$ cat config.mk
export PLATFORM = sky130hd
export DESIGN_NAME = pstate_table_parse_select_core
export DESIGN_NICKNAME = d
export VERILOG_FILES = /design/src/design/ptps_pkg.sv /design/src/design/pstate_table_parse_select_core.sv /design/src/design/ptps_front.sv /design/src/design/ptps_back.sv
export SDC_FILE = /design/constraint.sdc
export NUM_CORES = 1
export LEC_CHECK = 0
export BUFFER_PORTS_ARGS = -buffer_cell sky130_fd_sc_hd__clkbuf_2
export CAP_MARGIN = 25
export CELL_PAD_IN_SITES_DETAIL_PLACEMENT = 2
export CELL_PAD_IN_SITES_GLOBAL_PLACEMENT = 2
export CORE_ASPECT_RATIO = 0.75
export CORE_UTILIZATION = 43
export CTS_CLUSTER_DIAMETER = 80
export DETAILED_ROUTE_END_ITERATION = 12
export PLACE_DENSITY = 0.82
export SLEW_MARGIN = 30
export SYNTH_ARGS = -nofsm -noshare
export SYNTH_HDL_FRONTEND = slang
export SYNTH_SLANG_ARGS = --single-unit
$ cat constraint.sdc
create_clock -name clk -period 7.85 [get_ports clk]
set_clock_uncertainty 0.1 [all_clocks]
set_input_delay 1.57 -clock clk [delete_from_list [all_inputs] [get_ports clk]]
set_output_delay 1.57 -clock clk [all_outputs]
set_load 0.01 [all_outputs]
$ cat src/design/ptps_pkg.sv
// Shared types and constants for the p-state table parser and selector.
package ptps_pkg;

	localparam logic [7:0] PKG_OPCODE   = 8'h12;
	localparam logic [7:0] ENTRY_LENGTH = 8'd32;
	localparam logic [7:0] ENTRY_ELEMS  = 8'd6;
	localparam logic [7:0] DWORD_PREFIX = 8'h0c;
	localparam logic [2:0] WORDS_PER_ENTRY = 3'd6;
	localparam logic [2:0] FREQ_WORD    = 3'd0;
	localparam logic [2:0] CTRL_WORD    = 3'd4;
	localparam logic [2:0] NAME_BYTES_LEFT = 3'd3;
	localparam logic [2:0] MAX_PS_RESET = 3'd7;

	typedef enum logic [2:0] {
		ST_OK       = 3'd0,
		ST_BAD_PKG  = 3'd1,
		ST_BAD_ELEN = 3'd2,
		ST_BAD_ECNT = 3'd3,
		ST_BAD_PFX  = 3'd4,
		ST_TOO_MANY = 3'd5,
		ST_LIMIT    = 3'd6
	} status_t;

	typedef enum logic [2:0] {
		OP_NOP   = 3'd0,
		OP_START = 3'd1,
		OP_BYTE  = 3'd2,
		OP_SEL   = 3'd3,
		OP_QUERY = 3'd4
	} op_t;

	typedef struct packed {
		op_t         op;
		logic [7:0]  data_byte;
		logic [15:0] req_freq;
		logic [3:0]  cpu;
	} item_t;

endpackage

$ cat src/design/pstate_table_parse_select_core.sv
// Top level of the p-state table parser and selector.
// Input channel (in_valid/in_stall): one item per transfer. mode 0 feeds one byte of
// a _PSS package (start_req marks name byte 0), mode 1 selects an entry for
// req_freq and records its hw p-state for cpu, mode 2 reads cpu's current state.
// Output channel (out_valid/out_stall): exactly one result per item, in order.
// Config: cfg_we/cfg_wdata write the hw p-state limit (reset 7). The user writes it
// only while the block is idle; the block itself does not enforce this.
// A table byte passes the queue, then the output register; bytes flow at one per cycle
// while the output is not stalled. A select walks the stored frequencies at one read
// per cycle, then reads the control table, then the frequency, then outputs (an empty
// table goes straight to output); a query reads cpu table and frequency, then outputs.
// A two-entry queue decouples the input from the back end, and an output register
// holds the result; when out_stall is high the result holds, the back end waits,
// the queue fills and in_stall rises.
// Reset clears parser state, the per-cpu p-states (all zero), min/max frequency
// and both channels; the frequency and control tables hold no data until loaded.
module pstate_table_parse_select_core import ptps_pkg::*; #(
	parameter int MAX_STATES = 8,
	parameter int CPU_COUNT  = 16
) (
	input  logic        clk,
	input  logic        arst_n,
	input  logic        cfg_we,
	input  logic [2:0]  cfg_wdata,
	input  logic        in_valid,
	output logic        in_stall,
	input  logic [1:0]  mode,
	input  logic        start_req,
	input  logic [7:0]  data_byte,
	input  logic [15:0] req_freq,
	input  logic [3:0]  cpu,
	output logic        out_valid,
	input  logic        out_stall,
	output logic [2:0]  status,
	output logic        load_done,
	output logic [2:0]  hw_pstate,
	output logic [15:0] freq_out,
	output logic [15:0] lowest_freq,
	output logic [15:0] highest_freq,
	output logic [3:0]  state_count
);

	logic  head_valid;
	item_t head;
	logic  pop;

	ptps_front u_front (
		.clk         (clk),
		.arst_n      (arst_n),
		.in_valid    (in_valid),
		.in_stall    (in_stall),
		.mode        (mode),
		.start_req   (start_req),
		.data_byte   (data_byte),
		.req_freq    (req_freq),
		.cpu         (cpu),
		.head_valid  (head_valid),
		.head        (head),
		.pop         (pop)
	);

	ptps_back #(
		.MAX_STATES (MAX_STATES),
		.CPU_COUNT  (CPU_COUNT)
	) u_back (
		.clk          (clk),
		.arst_n       (arst_n),
		.cfg_we       (cfg_we),
		.cfg_wdata    (cfg_wdata),
		.head_valid   (head_valid),
		.head         (head),
		.pop          (pop),
		.out_valid    (out_valid),
		.out_stall    (out_stall),
		.status       (status),
		.load_done    (load_done),
		.hw_pstate    (hw_pstate),
		.freq_out     (freq_out),
		.lowest_freq  (lowest_freq),
		.highest_freq (highest_freq),
		.state_count  (state_count)
	);

endmodule

$ cat src/design/ptps_front.sv
// Front end: classifies incoming items and buffers them in a two-entry queue.
module ptps_front import ptps_pkg::*; (
	input  logic        clk,
	input  logic        arst_n,
	input  logic        in_valid,
	output logic        in_stall,
	input  logic [1:0]  mode,
	input  logic        start_req,
	input  logic [7:0]  data_byte,
	input  logic [15:0] req_freq,
	input  logic [3:0]  cpu,
	output logic        head_valid,
	output item_t       head,
	input  logic        pop
);

	item_t      q_mem [2];
	logic [1:0] count_q;
	logic       wr_q;
	logic       rd_q;
	logic       push;
	item_t      item;

	always_comb begin
		item.data_byte   = data_byte;
		item.req_freq    = req_freq;
		item.cpu         = cpu;
		case (mode)
			2'd0:    item.op = start_req ? OP_START : OP_BYTE;
			2'd1:    item.op = OP_SEL;
			2'd2:    item.op = OP_QUERY;
			default: item.op = OP_NOP;
		endcase
	end

	assign in_stall   = (count_q == 2'd2);
	assign push       = in_valid && !in_stall;
	assign head_valid = (count_q != 2'd0);
	assign head       = q_mem[rd_q];

	always_ff @(posedge clk) begin
		if (push) begin
			q_mem[wr_q] <= item;
		end
	end

	always_ff @(posedge clk or negedge arst_n) begin
		if (!arst_n) begin
			count_q <= 2'd0;
			wr_q    <= 1'b0;
			rd_q    <= 1'b0;
		end else begin
			if (push) begin
				wr_q <= !wr_q;
			end
			if (pop) begin
				rd_q <= !rd_q;
			end
			case ({push, pop})
				2'b10:   count_q <= count_q + 2'd1;
				2'b01:   count_q <= count_q - 2'd1;
				default: count_q <= count_q;
			endcase
		end
	end

endmodule

$ cat src/design/ptps_back.sv
// Back end: table parser, entry selection sequencer, tables and output register.
module ptps_back import ptps_pkg::*; #(
	parameter int MAX_STATES = 8,
	parameter int CPU_COUNT  = 16
) (
	input  logic        clk,
	input  logic        arst_n,
	input  logic        cfg_we,
	input  logic [2:0]  cfg_wdata,
	input  logic        head_valid,
	input  item_t       head,
	output logic        pop,
	output logic        out_valid,
	input  logic        out_stall,
	output logic [2:0]  status,
	output logic        load_done,
	output logic [2:0]  hw_pstate,
	output logic [15:0] freq_out,
	output logic [15:0] lowest_freq,
	output logic [15:0] highest_freq,
	output logic [3:0]  state_count
);

	localparam int IDX_W = $clog2(MAX_STATES);
	localparam int CNT_W = $clog2(MAX_STATES + 1);
	localparam int CPU_W = (CPU_COUNT > 1) ? $clog2(CPU_COUNT) : 1;

	typedef enum logic [10:0] {
		PH_IDLE  = 11'b00000000001,
		PH_NAME  = 11'b00000000010,
		PH_PKGOP = 11'b00000000100,
		PH_LEN0  = 11'b00000001000,
		PH_LENX  = 11'b00000010000,
		PH_COUNT = 11'b00000100000,
		PH_EOP   = 11'b00001000000,
		PH_ELEN  = 11'b00010000000,
		PH_ECNT  = 11'b00100000000,
		PH_DPFX  = 11'b01000000000,
		PH_DVAL  = 11'b10000000000
	} phase_t;

	typedef enum logic [4:0] {
		SQ_IDLE = 5'b00001,
		SQ_WALK = 5'b00010,
		SQ_CTL  = 5'b00100,
		SQ_HW   = 5'b01000,
		SQ_FO   = 5'b10000
	} seq_t;

	// parser state
	phase_t      phase_q, phase_d;
	logic [2:0]  byte_pos_q, byte_pos_d;
	logic [7:0]  ent_exp_q, ent_exp_d;
	logic [7:0]  ent_idx_q, ent_idx_d;
	logic [2:0]  word_idx_q, word_idx_d;
	logic [15:0] acc_q, acc_d;
	logic        acc_hi_q, acc_hi_d;
	logic [15:0] min_q, min_d;
	logic [15:0] max_q, max_d;
	logic [2:0]  max_ps_q;
	status_t     p_status;
	logic        p_done;
	logic        fwe;
	logic        cwe;
	logic [15:0] wfreq;
	logic [CNT_W-1:0] n;
	logic [CNT_W-1:0] n_d;

	// sequencer state
	seq_t        state_q, state_d;
	logic [IDX_W-1:0] k_q, k_d;
	logic [IDX_W-1:0] pick_q, pick_d;
	logic [15:0] pf_q, pf_d;
	logic [15:0] tgt_q, tgt_d;
	logic [3:0]  cpu_q, cpu_d;
	logic        cpu_ok_q, cpu_ok_d;
	logic        head_cpu_ok;
	logic [2:0]  hw_q, hw_d;
	status_t     st_q, st_d;
	logic        exec_byte;
	logic        out_free;
	logic        load;
	logic [2:0]  hw_c;

	// memories
	logic [15:0] f_mem [MAX_STATES];
	logic [2:0]  c_mem [MAX_STATES];
	logic [2:0]  cur_mem [CPU_COUNT];
	logic [CPU_COUNT-1:0] cur_vld_q;
	logic        f_re, c_re, cur_re, cur_we;
	logic [IDX_W-1:0] f_ra, c_ra;
	logic [CPU_W-1:0] cur_ra, cur_wa;
	logic [2:0]  cur_wd;
	logic [15:0] f_rd_q;
	logic [2:0]  c_rd_q;
	logic [2:0]  cur_rd_q;
	logic        cur_ok_q;

	// output register
	logic        o_valid_q;
	status_t     o_status_q, nx_status;
	logic        o_done_q, nx_done;
	logic [2:0]  o_hw_q, nx_hw;
	logic [15:0] o_fo_q, nx_fo;
	logic [15:0] o_lo_q, nx_lo;
	logic [15:0] o_hi_q, nx_hi;
	logic [3:0]  o_cnt_q, nx_cnt;

	assign n   = (ent_idx_q < 8'(MAX_STATES)) ? ent_idx_q[CNT_W-1:0] : CNT_W'(MAX_STATES);
	assign n_d = (ent_idx_d < 8'(MAX_STATES)) ? ent_idx_d[CNT_W-1:0] : CNT_W'(MAX_STATES);
	assign head_cpu_ok = (7'(head.cpu) < 7'(CPU_COUNT));
	assign out_free    = !o_valid_q || !out_stall;

	// byte parser
	always_comb begin
		phase_d    = phase_q;
		byte_pos_d = byte_pos_q;
		ent_exp_d  = ent_exp_q;
		ent_idx_d  = ent_idx_q;
		word_idx_d = word_idx_q;
		acc_d      = acc_q;
		acc_hi_d   = acc_hi_q;
		min_d      = min_q;
		max_d      = max_q;
		p_status   = ST_OK;
		p_done     = 1'b0;
		fwe        = 1'b0;
		cwe        = 1'b0;
		wfreq      = (acc_hi_q || (head.data_byte != 8'd0)) ? 16'hffff : acc_q;
		if (head.op == OP_START) begin
			phase_d    = PH_NAME;
			byte_pos_d = NAME_BYTES_LEFT;
			ent_exp_d  = 8'd0;
			ent_idx_d  = 8'd0;
			word_idx_d = 3'd0;
			acc_d      = 16'd0;
			acc_hi_d   = 1'b0;
			min_d      = 16'hffff;
			max_d      = 16'd0;
		end else if (head.op == OP_BYTE) begin
			case (phase_q)
				PH_NAME: begin
					byte_pos_d = byte_pos_q - 3'd1;
					if (byte_pos_d == 3'd0) begin
						phase_d = PH_PKGOP;
					end
				end
				PH_PKGOP: begin
					if (head.data_byte != PKG_OPCODE) p_status = ST_BAD_PKG;
					phase_d = PH_LEN0;
				end
				PH_LEN0: begin
					if (head.data_byte[7:6] == 2'd0) begin
						phase_d = PH_COUNT;
					end else begin
						byte_pos_d = {1'b0, head.data_byte[7:6]};
						phase_d    = PH_LENX;
					end
				end
				PH_LENX: begin
					byte_pos_d = byte_pos_q - 3'd1;
					if (byte_pos_d == 3'd0) begin
						phase_d = PH_COUNT;
					end
				end
				PH_COUNT: begin
					ent_exp_d = head.data_byte;
					ent_idx_d = 8'd0;
					if (head.data_byte > 8'(MAX_STATES)) p_status = ST_TOO_MANY;
					if (head.data_byte == 8'd0) begin
						phase_d = PH_IDLE;
						p_done  = 1'b1;
					end else begin
						phase_d = PH_EOP;
					end
				end
				PH_EOP: begin
					if (head.data_byte != PKG_OPCODE) p_status = ST_BAD_PKG;
					phase_d = PH_ELEN;
				end
				PH_ELEN: begin
					if (head.data_byte != ENTRY_LENGTH) p_status = ST_BAD_ELEN;
					phase_d = PH_ECNT;
				end
				PH_ECNT: begin
					if (head.data_byte != ENTRY_ELEMS) p_status = ST_BAD_ECNT;
					word_idx_d = 3'd0;
					phase_d    = PH_DPFX;
				end
				PH_DPFX: begin
					if (head.data_byte != DWORD_PREFIX) p_status = ST_BAD_PFX;
					acc_d      = 16'd0;
					acc_hi_d   = 1'b0;
					byte_pos_d = 3'd0;
					phase_d    = PH_DVAL;
				end
				PH_DVAL: begin
					case (byte_pos_q[1:0])
						2'd0:    acc_d[7:0]  = head.data_byte;
						2'd1:    acc_d[15:8] = head.data_byte;
						default: acc_hi_d    = acc_hi_q || (head.data_byte != 8'd0);
					endcase
					byte_pos_d = byte_pos_q + 3'd1;
					if (byte_pos_q == 3'd3) begin
						if (ent_idx_q < 8'(MAX_STATES)) begin
							if (word_idx_q == FREQ_WORD) begin
								fwe = 1'b1;
								if (wfreq < min_q) min_d = wfreq;
								if (wfreq > max_q) max_d = wfreq;
							end else if (word_idx_q == CTRL_WORD) begin
								cwe = 1'b1;
							end
						end
						word_idx_d = word_idx_q + 3'd1;
						if (word_idx_d >= WORDS_PER_ENTRY) begin
							ent_idx_d = ent_idx_q + 8'd1;
							if (ent_idx_d >= ent_exp_q) begin
								phase_d = PH_IDLE;
								p_done  = 1'b1;
							end else begin
								phase_d = PH_EOP;
							end
						end else begin
							phase_d = PH_DPFX;
						end
					end
				end
				default: ;
			endcase
		end
	end

	// sequencer
	always_comb begin
		state_d   = state_q;
		pop       = 1'b0;
		load      = 1'b0;
		exec_byte = 1'b0;
		f_re      = 1'b0;
		f_ra      = '0;
		c_re      = 1'b0;
		c_ra      = '0;
		cur_re    = 1'b0;
		cur_ra    = CPU_W'(head.cpu);
		cur_we    = 1'b0;
		cur_wa    = CPU_W'(cpu_q);
		cur_wd    = 3'd0;
		k_d       = k_q;
		pick_d    = pick_q;
		pf_d      = pf_q;
		tgt_d     = tgt_q;
		cpu_d     = cpu_q;
		cpu_ok_d  = cpu_ok_q;
		hw_d      = hw_q;
		st_d      = st_q;
		hw_c      = 3'd0;
		nx_status = st_q;
		nx_done   = 1'b0;
		nx_hw     = hw_q;
		nx_fo     = (5'(hw_q) < 5'(n)) ? f_rd_q : 16'd0;
		nx_lo     = min_q;
		nx_hi     = max_q;
		nx_cnt    = 4'(n);
		case (state_q)
			SQ_IDLE: begin
				if (head_valid) begin
					case (head.op)
						OP_SEL: begin
							pop      = 1'b1;
							tgt_d    = head.req_freq;
							cpu_d    = head.cpu;
							cpu_ok_d = head_cpu_ok;
							if (n == CNT_W'(0)) begin
								hw_d    = 3'd0;
								st_d    = ST_OK;
								cur_we  = head_cpu_ok;
								cur_wa  = CPU_W'(head.cpu);
								state_d = SQ_FO;
							end else begin
								f_re    = 1'b1;
								k_d     = '0;
								state_d = SQ_WALK;
							end
						end
						OP_QUERY: begin
							pop     = 1'b1;
							cur_re  = 1'b1;
							state_d = SQ_HW;
						end
						default: begin
							if (out_free) begin
								pop       = 1'b1;
								load      = 1'b1;
								exec_byte = 1'b1;
								nx_status = p_status;
								nx_done   = p_done;
								nx_hw     = 3'd0;
								nx_fo     = 16'd0;
								nx_lo     = min_d;
								nx_hi     = max_d;
								nx_cnt    = 4'(n_d);
							end
						end
					endcase
				end
			end
			SQ_WALK: begin
				if (k_q == '0) begin
					pick_d = '0;
					pf_d   = f_rd_q;
				end else if (f_rd_q < tgt_q) begin
					if (f_rd_q > pf_q) begin
						pick_d = k_q;
						pf_d   = f_rd_q;
					end
				end else if (f_rd_q < pf_q) begin
					pick_d = k_q;
					pf_d   = f_rd_q;
				end
				if (CNT_W'(k_q) == n - CNT_W'(1)) begin
					c_re    = 1'b1;
					c_ra    = pick_d;
					state_d = SQ_CTL;
				end else begin
					f_re = 1'b1;
					f_ra = k_q + IDX_W'(1);
					k_d  = k_q + IDX_W'(1);
				end
			end
			SQ_CTL: begin
				hw_c    = c_rd_q;
				hw_d    = hw_c;
				st_d    = (hw_c > max_ps_q) ? ST_LIMIT : ST_OK;
				cur_we  = (hw_c <= max_ps_q) && cpu_ok_q;
				cur_wd  = hw_c;
				f_re    = 1'b1;
				f_ra    = IDX_W'(hw_c);
				state_d = SQ_FO;
			end
			SQ_HW: begin
				hw_c    = cur_ok_q ? cur_rd_q : 3'd0;
				hw_d    = hw_c;
				st_d    = ST_OK;
				f_re    = 1'b1;
				f_ra    = IDX_W'(hw_c);
				state_d = SQ_FO;
			end
			SQ_FO: begin
				if (out_free) begin
					load    = 1'b1;
					state_d = SQ_IDLE;
				end
			end
			default: state_d = SQ_IDLE;
		endcase
	end

	always_ff @(posedge clk) begin
		if (exec_byte && fwe) f_mem[ent_idx_q[IDX_W-1:0]] <= wfreq;
		if (exec_byte && cwe) c_mem[ent_idx_q[IDX_W-1:0]] <= acc_q[2:0];
		if (f_re) f_rd_q <= f_mem[f_ra];
		if (c_re) c_rd_q <= c_mem[c_ra];
		if (cur_we) cur_mem[cur_wa] <= cur_wd;
		if (cur_re) cur_rd_q <= cur_mem[cur_ra];
	end

	always_ff @(posedge clk) begin
		k_q    <= k_d;
		pick_q <= pick_d;
		pf_q   <= pf_d;
		tgt_q  <= tgt_d;
		cpu_q  <= cpu_d;
		hw_q   <= hw_d;
		st_q   <= st_d;
		acc_q  <= exec_byte ? acc_d : acc_q;
		if (load) begin
			o_status_q <= nx_status;
			o_done_q   <= nx_done;
			o_hw_q     <= nx_hw;
			o_fo_q     <= nx_fo;
			o_lo_q     <= nx_lo;
			o_hi_q     <= nx_hi;
			o_cnt_q    <= nx_cnt;
		end
	end

	always_ff @(posedge clk or negedge arst_n) begin
		if (!arst_n) begin
			phase_q    <= PH_IDLE;
			byte_pos_q <= 3'd0;
			ent_exp_q  <= 8'd0;
			ent_idx_q  <= 8'd0;
			word_idx_q <= 3'd0;
			acc_hi_q   <= 1'b0;
			min_q      <= 16'hffff;
			max_q      <= 16'd0;
			max_ps_q   <= MAX_PS_RESET;
			state_q    <= SQ_IDLE;
			cpu_ok_q   <= 1'b0;
			cur_ok_q   <= 1'b0;
			cur_vld_q  <= '0;
			o_valid_q  <= 1'b0;
		end else begin
			if (cfg_we) max_ps_q <= cfg_wdata;
			if (exec_byte) begin
				phase_q    <= phase_d;
				byte_pos_q <= byte_pos_d;
				ent_exp_q  <= ent_exp_d;
				ent_idx_q  <= ent_idx_d;
				word_idx_q <= word_idx_d;
				acc_hi_q   <= acc_hi_d;
				min_q      <= min_d;
				max_q      <= max_d;
			end
			state_q  <= state_d;
			cpu_ok_q <= cpu_ok_d;
			if (cur_re) cur_ok_q <= head_cpu_ok && cur_vld_q[cur_ra];
			if (cur_we) cur_vld_q[cur_wa] <= 1'b1;
			if (load) begin
				o_valid_q <= 1'b1;
			end else if (!out_stall) begin
				o_valid_q <= 1'b0;
			end
		end
	end

	assign out_valid    = o_valid_q;
	assign status       = o_status_q;
	assign load_done    = o_done_q;
	assign hw_pstate    = o_hw_q;
	assign freq_out     = o_fo_q;
	assign lowest_freq  = o_lo_q;
	assign highest_freq = o_hi_q;
	assign state_count  = o_cnt_q;

`ifndef SYNTHESIS
	a_pop_idle: assert property (@(posedge clk) disable iff (!arst_n)
		pop |-> (state_q == SQ_IDLE))
		else $error("queue popped while sequencer busy");

	a_walk_range: assert property (@(posedge clk) disable iff (!arst_n)
		(state_q == SQ_WALK) |-> (CNT_W'(k_q) < n))
		else $error("walk index beyond stored entries");

	a_limit: assert property (@(posedge clk) disable iff (!arst_n)
		cur_we |-> (cur_wd <= max_ps_q))
		else $error("p-state recorded above limit");

	a_hold_result: assert property (@(posedge clk) disable iff (!arst_n)
		(state_q == SQ_FO && !out_free) |=> (state_q == SQ_FO))
		else $error("pending result dropped while output busy");
`endif

endmodule
* Word-level counts from Yosys, hierarchy flattened
Memories as Yosys holds them, arrays and structs flattened. A register that Yosys moved wholly into a read port is not among the register bits.
Cells that the tools add are included.
Widths: inputs -> output; s select.
** Word-level totals
- Bits in registers :: 220
- RAM bits :: 262
- Output and inout port bits :: 61
- Logic and storage cells :: 336
- Memories :: 4
** Operators by class
- Add/sub/neg operators :: 8
- Order comparisons :: 16
- Equal/unequal tests :: 47
- Muxes and demuxes :: 176
- Bitwise gates (word level) :: 5
- Reductions and logical operators :: 48
** Memory list
- u_back.f_mem :: depth 8, bits a word 16, rd ports 1, clocked after Yosys merged registers in 1, wr ports 1, RTL line ptps_back.sv:86 : logic [15:0] f_mem [MAX_STATES];
- u_front.q_mem :: depth 2, bits a word 31, rd ports 1, clocked after Yosys merged registers in 0, wr ports 1, RTL line ptps_front.sv:17 : item_t q_mem [2];
- u_back.cur_mem :: depth 16, bits a word 3, rd ports 1, clocked after Yosys merged registers in 1, wr ports 1, RTL line ptps_back.sv:88 : logic [2:0] cur_mem [CPU_COUNT];
- u_back.c_mem :: depth 8, bits a word 3, rd ports 1, clocked after Yosys merged registers in 1, wr ports 1, RTL line ptps_back.sv:87 : logic [2:0] c_mem [MAX_STATES];
** Operators by type and width (number)
- $mux 16 :: 33
- $pmux 11 s10 :: 1
- $mux 3 :: 35
- $mux 8 :: 9
- $mux 11 :: 5
- $mux 1 :: 52
- $lt 16x16->1 :: 3
- $mux 4 :: 10
- $pmux 3 s3 :: 4
- $gt 16x16->1 :: 2
- $pmux 16 s2 :: 1
- $mux 5 :: 4
- $pmux 5 s4 :: 1
- $reduce_and 4->1 :: 5
- $lt 8x4->1 const B :: 2
- $or 16x16->16 :: 1
- $pmux 8 s2 :: 1
- $pmux 3 s5 :: 1
- $mux 7 :: 2
- $pmux 3 s2 :: 2
- $pmux 3 s4 :: 1
- $reduce_bool 3->1 :: 4
- $eq 11x10->1 const B :: 1
- $eq 11x11->1 const B :: 1
- 68 further kinds :: 119

* Longest topological paths before layout
An unclocked memory read counts as a cell.
- Depth in word-level cells :: 16
- Gate-level depth with buffers :: 19
- Depth with buffers taken out :: 16

* Modules after synthesis
From an unflattened synthesis, not the netlist that was laid out.
** Second synthesis, totals
- Cell total of the unflattened synthesis :: 1776
- Area total of the unflattened synthesis :: 22949.5 sq um
** By module, submodules not included
- ptps_back :: times used 1, cells each 1657, area each 20345.8 sq um, sequential area each 12653.4 sq um
- ptps_front :: times used 1, cells each 119, area each 2603.7 sq um, sequential area each 1961.9 sq um

* Least setup slack after synthesis
No wires, ideal clock.
- Path kind :: input-to-reg
- Start point :: in out_stall
- End point :: reg u_back.o_fo_q[0] (netlist: u_back.freq_out[0]), enable pin
- Arrival :: 5901 ps
- Required time :: 7193 ps
- Slack :: 1292 ps
- Stages on the path :: 3
- Cell sequence :: nand2_1 inv_1 o21ai_0
** On the way
- Word-level cells in the longest chain between the ends :: 6
** Ends and longest elaborated chain
- start: declaration :: RTL line pstate_table_parse_select_core.sv:33 : input logic out_stall,
- $logic_not 1->1 (*) :: RTL line ptps_back.sv:112 : assign out_free = !o_valid_q || !out_stall;
- $logic_or 1x1->1 (*) :: RTL line ptps_back.sv:112
- $mux 1 (*) :: RTL line ptps_back.sv:291, ptps_back.sv:349
- $mux 1 :: RTL line ptps_back.sv:267 : case (head.op)
- $mux 1 :: RTL line ptps_back.sv:266 : if (head_valid) begin
- $pmux 1 s2 (*) :: RTL line ptps_back.sv:264 : case (state_q)
- net u_back.load :: RTL line ptps_back.sv:82 : logic load;
- end signal: assignment :: RTL line ptps_back.sv:380 : o_fo_q <= nx_fo;
- end: declaration :: RTL line ptps_back.sv:104 : logic [15:0] o_fo_q, nx_fo;
Mark *: on every way through the listed nets, which the timed path passes. The rest lies on a longest branch.
A chain may end at the register's enable or synchronous reset.

* Worst setup path in the final report
- Start point :: reg u_front.rd_q
- End point :: reg u_back.o_lo_q[9] (netlist: u_back.lowest_freq[9]) (data pin)
** On the way
- Word-level cells in the longest chain between the ends :: 16
- Elaborated cells on any way between the ends :: 21
- Classes of those cells :: 1 x order compare; 4 x eq/ne; 12 x mux; 3 x reduce/logical; 1 x memory
** Ends and longest elaborated chain
- start: declaration :: RTL line ptps_front.sv:20 : logic rd_q;
- start signal: assignment :: RTL line ptps_front.sv:57 : rd_q <= !rd_q;
- $mem_v2 2x31
- $reduce_bool 8->1 :: RTL line ptps_back.sv:129 : wfreq = (acc_hi_q || (head.data_byte != 8'd0)) ? 16'hffff : acc_q;
- $logic_or 1x1->1 :: RTL line ptps_back.sv:129
- $mux 16 :: RTL line ptps_back.sv:129
- net u_back.wfreq[5] :: RTL line ptps_back.sv:65 : logic [15:0] wfreq;
- $lt 16x16->1 :: RTL line ptps_back.sv:208 : if (wfreq < min_q) min_d = wfreq;
- $mux 16 :: RTL line ptps_back.sv:208
- $mux 16 :: RTL line ptps_back.sv:206 : if (word_idx_q == FREQ_WORD) begin
- [... 2 more ...]
- $mux 16 :: RTL line ptps_back.sv:141 : case (phase_q)
- $mux 16 :: RTL line ptps_back.sv:140 : end else if (head.op == OP_BYTE) begin
- $mux 16 :: RTL line ptps_back.sv:130 : if (head.op == OP_START) begin
- $mux 16 :: RTL line ptps_back.sv:291 : if (out_free) begin
- $mux 16 :: RTL line ptps_back.sv:267
- $mux 16 :: RTL line ptps_back.sv:266
- $mux 16 :: RTL line ptps_back.sv:264
- net u_back.nx_lo[9] :: RTL line ptps_back.sv:105 : logic [15:0] o_lo_q, nx_lo;
- end signal: assignment :: RTL line ptps_back.sv:381 : o_lo_q <= nx_lo;
- end: declaration :: RTL line ptps_back.sv:105
The timed path passes the listed nets, and every way through them passes these cells.

==> metrics.sh <==
OUTCOME='finished clean'
TIMING.CRITICAL_PATH.FROM_TYPE='flip-flop'
CRIT_BUF_INV=2
PORTBUFFERS=99
NUMBER_OF_SINKS_ON_THE_CLOCK_NET=502
FINALINSTANCEAREA_SQ_UM=25900
HTREEDEPTH=2
SYNTHESIS.YOSYS.WARNINGS=0
LAYOUT.CELLS.MOST_COMMON='sky130_fd_sc_hd__edfxtp_1'
CLOCK_TREE.BUFFER_DEPTH=3
SETUP_TOTAL_NEGATIVE_SLACK_NS=0
YOSYS_REGISTER_BITS=502
POST-ROUTE-PERIOD-UTIL_PCT=69.9
INITIAL_ANTENNA_VIOLATION_COUNT=0
SYNTH-ADDER-AREA-SHARE_PCT=4.80
CRITICAL-PATH-TOP-DELAY-FAMILY='simple AND/OR/NAND/NOR gates'
AREAL_POWER_DENSITY_OVER_THE_CELLS_nW_PER_UM2=316
NETLIST_INSTANCES=1899
CRITPATHCAPTURETYPE='flip-flop'
DIE-WIDTH_MICRONS=267
ROOT_BUFFER='sky130_fd_sc_hd__clkbuf_16'
SLEW_HEADROOM_PCT=36.8
CLOCK_TREE_FROM_TRITONCTS='yes'
DOMINANTREGCELLSYNTH='sky130_fd_sc_hd__edfxtp_1'
FIRST_GLOBAL_VIAS=17900
ASYNC_RESET_FF_SHARE_PCT=19.3
MAX_STAGE_DELAY_ON_CRIT_PATH_NS=0.61
CTS-BUFFERS-INSERTED=53
CLOCK_NETWORK_LATENCY_TO_THE_LATER_PIN_OF_THE_WORST_SKEW_PAIR_NS=0.62
TIMING_WORST_SETUP_PATH_TYPE='flip-flop to flip-flop'
DRV_CAP=0
DRT-INITIAL-DRC-COUNT=1298
CRIT_PATH_MAX_FANOUT=18
COMPOUND_GATE_PORTION_OF_THE_SYNTHESIZED_AREA_PCT=9.81
ROUTED-VIA-COUNT=16200
TIMING_MAX_TRANSITION_VIOLATIONS_FINAL=0
NUM_IO_PINS=100
REPORT.FINAL.HOLD_VIOL_COUNT=0
SYNTH_TOP_AREA_SHARE_PCT=53.6
SYNTH_SEQUENTIAL_AREA_RATIO_PCT=64.4
CRITPATHSLOWESTCELL='sky130_fd_sc_hd__and2_1'
LARGEST_FAMILY_OF_LOGIC_CELLS_BY_SYNTHESIZED_AREA='simple AND/OR/NAND/NOR gates'
POST_CTS_SETUP_BUFFERS=0
POST_SYNTH_MUX_AREA_SHARE_PCT=2.57
ANTENNA-DIODE-COUNT=0
POST_SYNTH_EDFFS=405
FP-ROW-COUNT=72
DESIGN.CORE.AREA_SQ_UM=51800
DRT_FIRST_PASS_ITERS=5
WORSTMARGINPINSLEW_NS=0.948
WORST_HOLD_PATH_TYPE='flip-flop to flip-flop'
SYNTHSIMPLEGATEAREAFRAC_PCT=14.3
CTS_RESIZED=0
CLK_PIN_SLEW_NS=0.06
TIMING.CRITICAL_PATH.REQUIRED_NS=8.21
SETUP-VIOLATIONS-FINAL=0
HOLD_BUFFERS=0
FLOORPLAN.INITIALDENSITY_PCT=43.8
FINAL_LAYOUT_SIZE_SUFFIX_GT1_SHARE_PCT=15.4
FIN_CRIT_NS=5.49
CP.ARRIVAL_NS=5.84
DIE_AREA_SQ_UM=53700
AREAGROWTHSYNTHTOFINISH_PCT=14.3
GRT_SETUP_UNREPAIRED='no'
LAYOUT.NETS=2132
ROUTE.FINAL.WIRE_LENGTH_MICRONS=76600
SYN-CELL-AREA_SQ_UM=22700
CELLLEAKAGEPOWER_nW=9.51
FMAX_GHz=0.182
WORST_IR_DROP_VDD_mV=0.186
NETLIST_TOP_CELLS_AREA='sky130_fd_sc_hd__edfxtp_1, sky130_fd_sc_hd__dfrtp_1, sky130_fd_sc_hd__ha_1'
LAYOUT.CELLS.MOST_COMMON_LIST='sky130_fd_sc_hd__edfxtp_1, sky130_fd_sc_hd__nand2_1, sky130_fd_sc_hd__nor2_1'
GRT_MAX_DEGREE=65
SYNTH_AREA_LEADER_CELL='sky130_fd_sc_hd__edfxtp_1'
GLOBAL_ROUTE.OVERFLOW_TOTAL=0
FIRST_PASS_GRT_WIRE_LENGTH_MICRONS=116000
FLOORPLAN_DIE_HEIGHT_MICRONS=201
PLACE_AREA_SQ_UM=24100
MEAN_AREA_PER_SYNTHESIZED_CELL_SQ_UM=11.9
GLOBALPLACE.CONGESTION=0.804
DETAIL-ROUTE-ANTENNA-NETS=0
AVGVIACOUNTPERCELL=5.88
DRT-WIRELENGTH-PER-CELL_MICRONS=27.8
CP_CELL_SEQUENCE='mux2i_1 -> o221a_2 -> nand4b_1 -> buf_4 -> nor2_1 -> inv_1 -> ha_1 -> and4_1 -> and2_1 -> a221o_1 -> a211oi_1 -> nand2_1 -> o21ai_0 -> and2_1 -> nor2_1 -> a21oi_1'
GLOBAL_ROUTE.USAGE.TOTAL_PCT=28.9
DETAIL_PLACEMENT_HPWL_MICRONS=49800
NETLIST-CELL-TYPE-COUNT=76
POST-ROUTE-DRC-COUNT=0
SYNTHXORXNORAREAFRAC_PCT=0.811
SYN_NETS=2025
-- flip-flops by register name, indices dropped and copies added (netlist names), 24 cells and up --
register        flops
u_back.c_mem       24
u_back.cur_mem     48
u_back.f_mem      128
u_front.q_mem      62
-- metrics by stage --
stage | hold slack [ns] | utilization [%] | power, mW | std cells | setup WS (ns)
2_1_floorplan | 0.325 | - | 4.73 | 1899 | 1.29
3_3_place_gp | 0.349 | 46.4 | 5.35 | 2649 | 2.67
3_5_place_dp | 0.362 | 46.5 | 5.53 | 2651 | 2.30
4_1_cts | 0.376 | 49.9 | 8.24 | 2750 | 2.16
5_1_grt | 0.389 | 50.1 | 8.51 | 2753 | 1.94
6_report | 0.372 | 50.1 | 8.21 | 2753 | 2.36
-- where the power goes --
part	switching, mW	internal (mW)	total [mW]
registers	0.254	3.40	3.66
clock network	1.12	1.55	2.67
logic	1.28	0.600	1.88
-- cell families (layout without fill, tap and decap cells) --
family / after synthesis / count (layout)
simple gates: 699 / 699
flops: 502 / 502
compound gates: 346 / 346
buf+inv: 189 / 340
fa+ha+maj: 87 / 87
mux: 55 / 55
xor+xnor: 21 / 21
-- layer usage --
layer  global-route usage [%]  up-vias  share of wire, %
met4                     7.22        0               2.4
li1                         -     7092                 -
met5                        0        -                 0
met2                     49.6      458                50
met3                     3.89      124               4.2
met1                     38.7     8503                43
-- cells in the mapped netlist, types with 17 or more instances --
cell,instances
sky130_fd_sc_hd__and2_1,31
sky130_fd_sc_hd__edfxtp_1,405
sky130_fd_sc_hd__a31oi_1,18
sky130_fd_sc_hd__mux2i_1,29
sky130_fd_sc_hd__nand4_1,17
sky130_fd_sc_hd__ha_1,87
sky130_fd_sc_hd__or2_2,21
sky130_fd_sc_hd__nor3_1,21
sky130_fd_sc_hd__o21a_1,17
sky130_fd_sc_hd__o21ai_0,89
sky130_fd_sc_hd__a21oi_1,74
sky130_fd_sc_hd__a22o_1,19
sky130_fd_sc_hd__nand3_1,67
sky130_fd_sc_hd__mux2_2,26
sky130_fd_sc_hd__inv_1,114
sky130_fd_sc_hd__nor2_1,222
sky130_fd_sc_hd__and3_1,20
sky130_fd_sc_hd__clkbuf_1,45
sky130_fd_sc_hd__nand2_1,223
sky130_fd_sc_hd__dfrtp_1,76
sky130_fd_sc_hd__dfstp_2,21
sky130_fd_sc_hd__a211oi_1,26
sky130_fd_sc_hd__o211ai_1,20
-- worst register-to-register path, delay by kind of cell, from the launching register on --
| family | cells | cell delay, ns |
|---|---|---|
| AND/OR/NAND/NOR | 7 | 1.79 |
| AO/OA/AOI/OAI | 5 | 1.30 |
| flip-flops | 1 | 0.60 |
| buffers and inverters | 2 | 0.59 |
| multiplexers | 1 | 0.54 |
| adder cells (fa/ha/maj) | 1 | 0.42 |
-- worst paths after layout --
kind,startpoint,endpoint,slack [ns],cells after the start
max,u_front.rd_q,u_back.lowest_freq[9],2.36,16
min,u_back.cur_vld_q[5],u_back.cur_vld_q[5],0.37,1
max reg2reg,u_front.rd_q,u_back.lowest_freq[9],2.36,16
min reg2reg,u_back.cur_vld_q[5],u_back.cur_vld_q[5],0.37,1
max in group asynchronous,arst_n,u_back.max_q[8],5.42,2
min in group asynchronous,arst_n,u_front.rd_q,0.87,1
-- cell type report --
cell class                 count  area, sq um
clock buffer                  67         1430
tap                          703          880
clock inverter                32          360
fill                        5048        25900
multi-input combinational   1208         7480
inverter                     116          435
timing repair buffer         125          732
sequential                   502        14600
(Power assumes the default switching activity.)
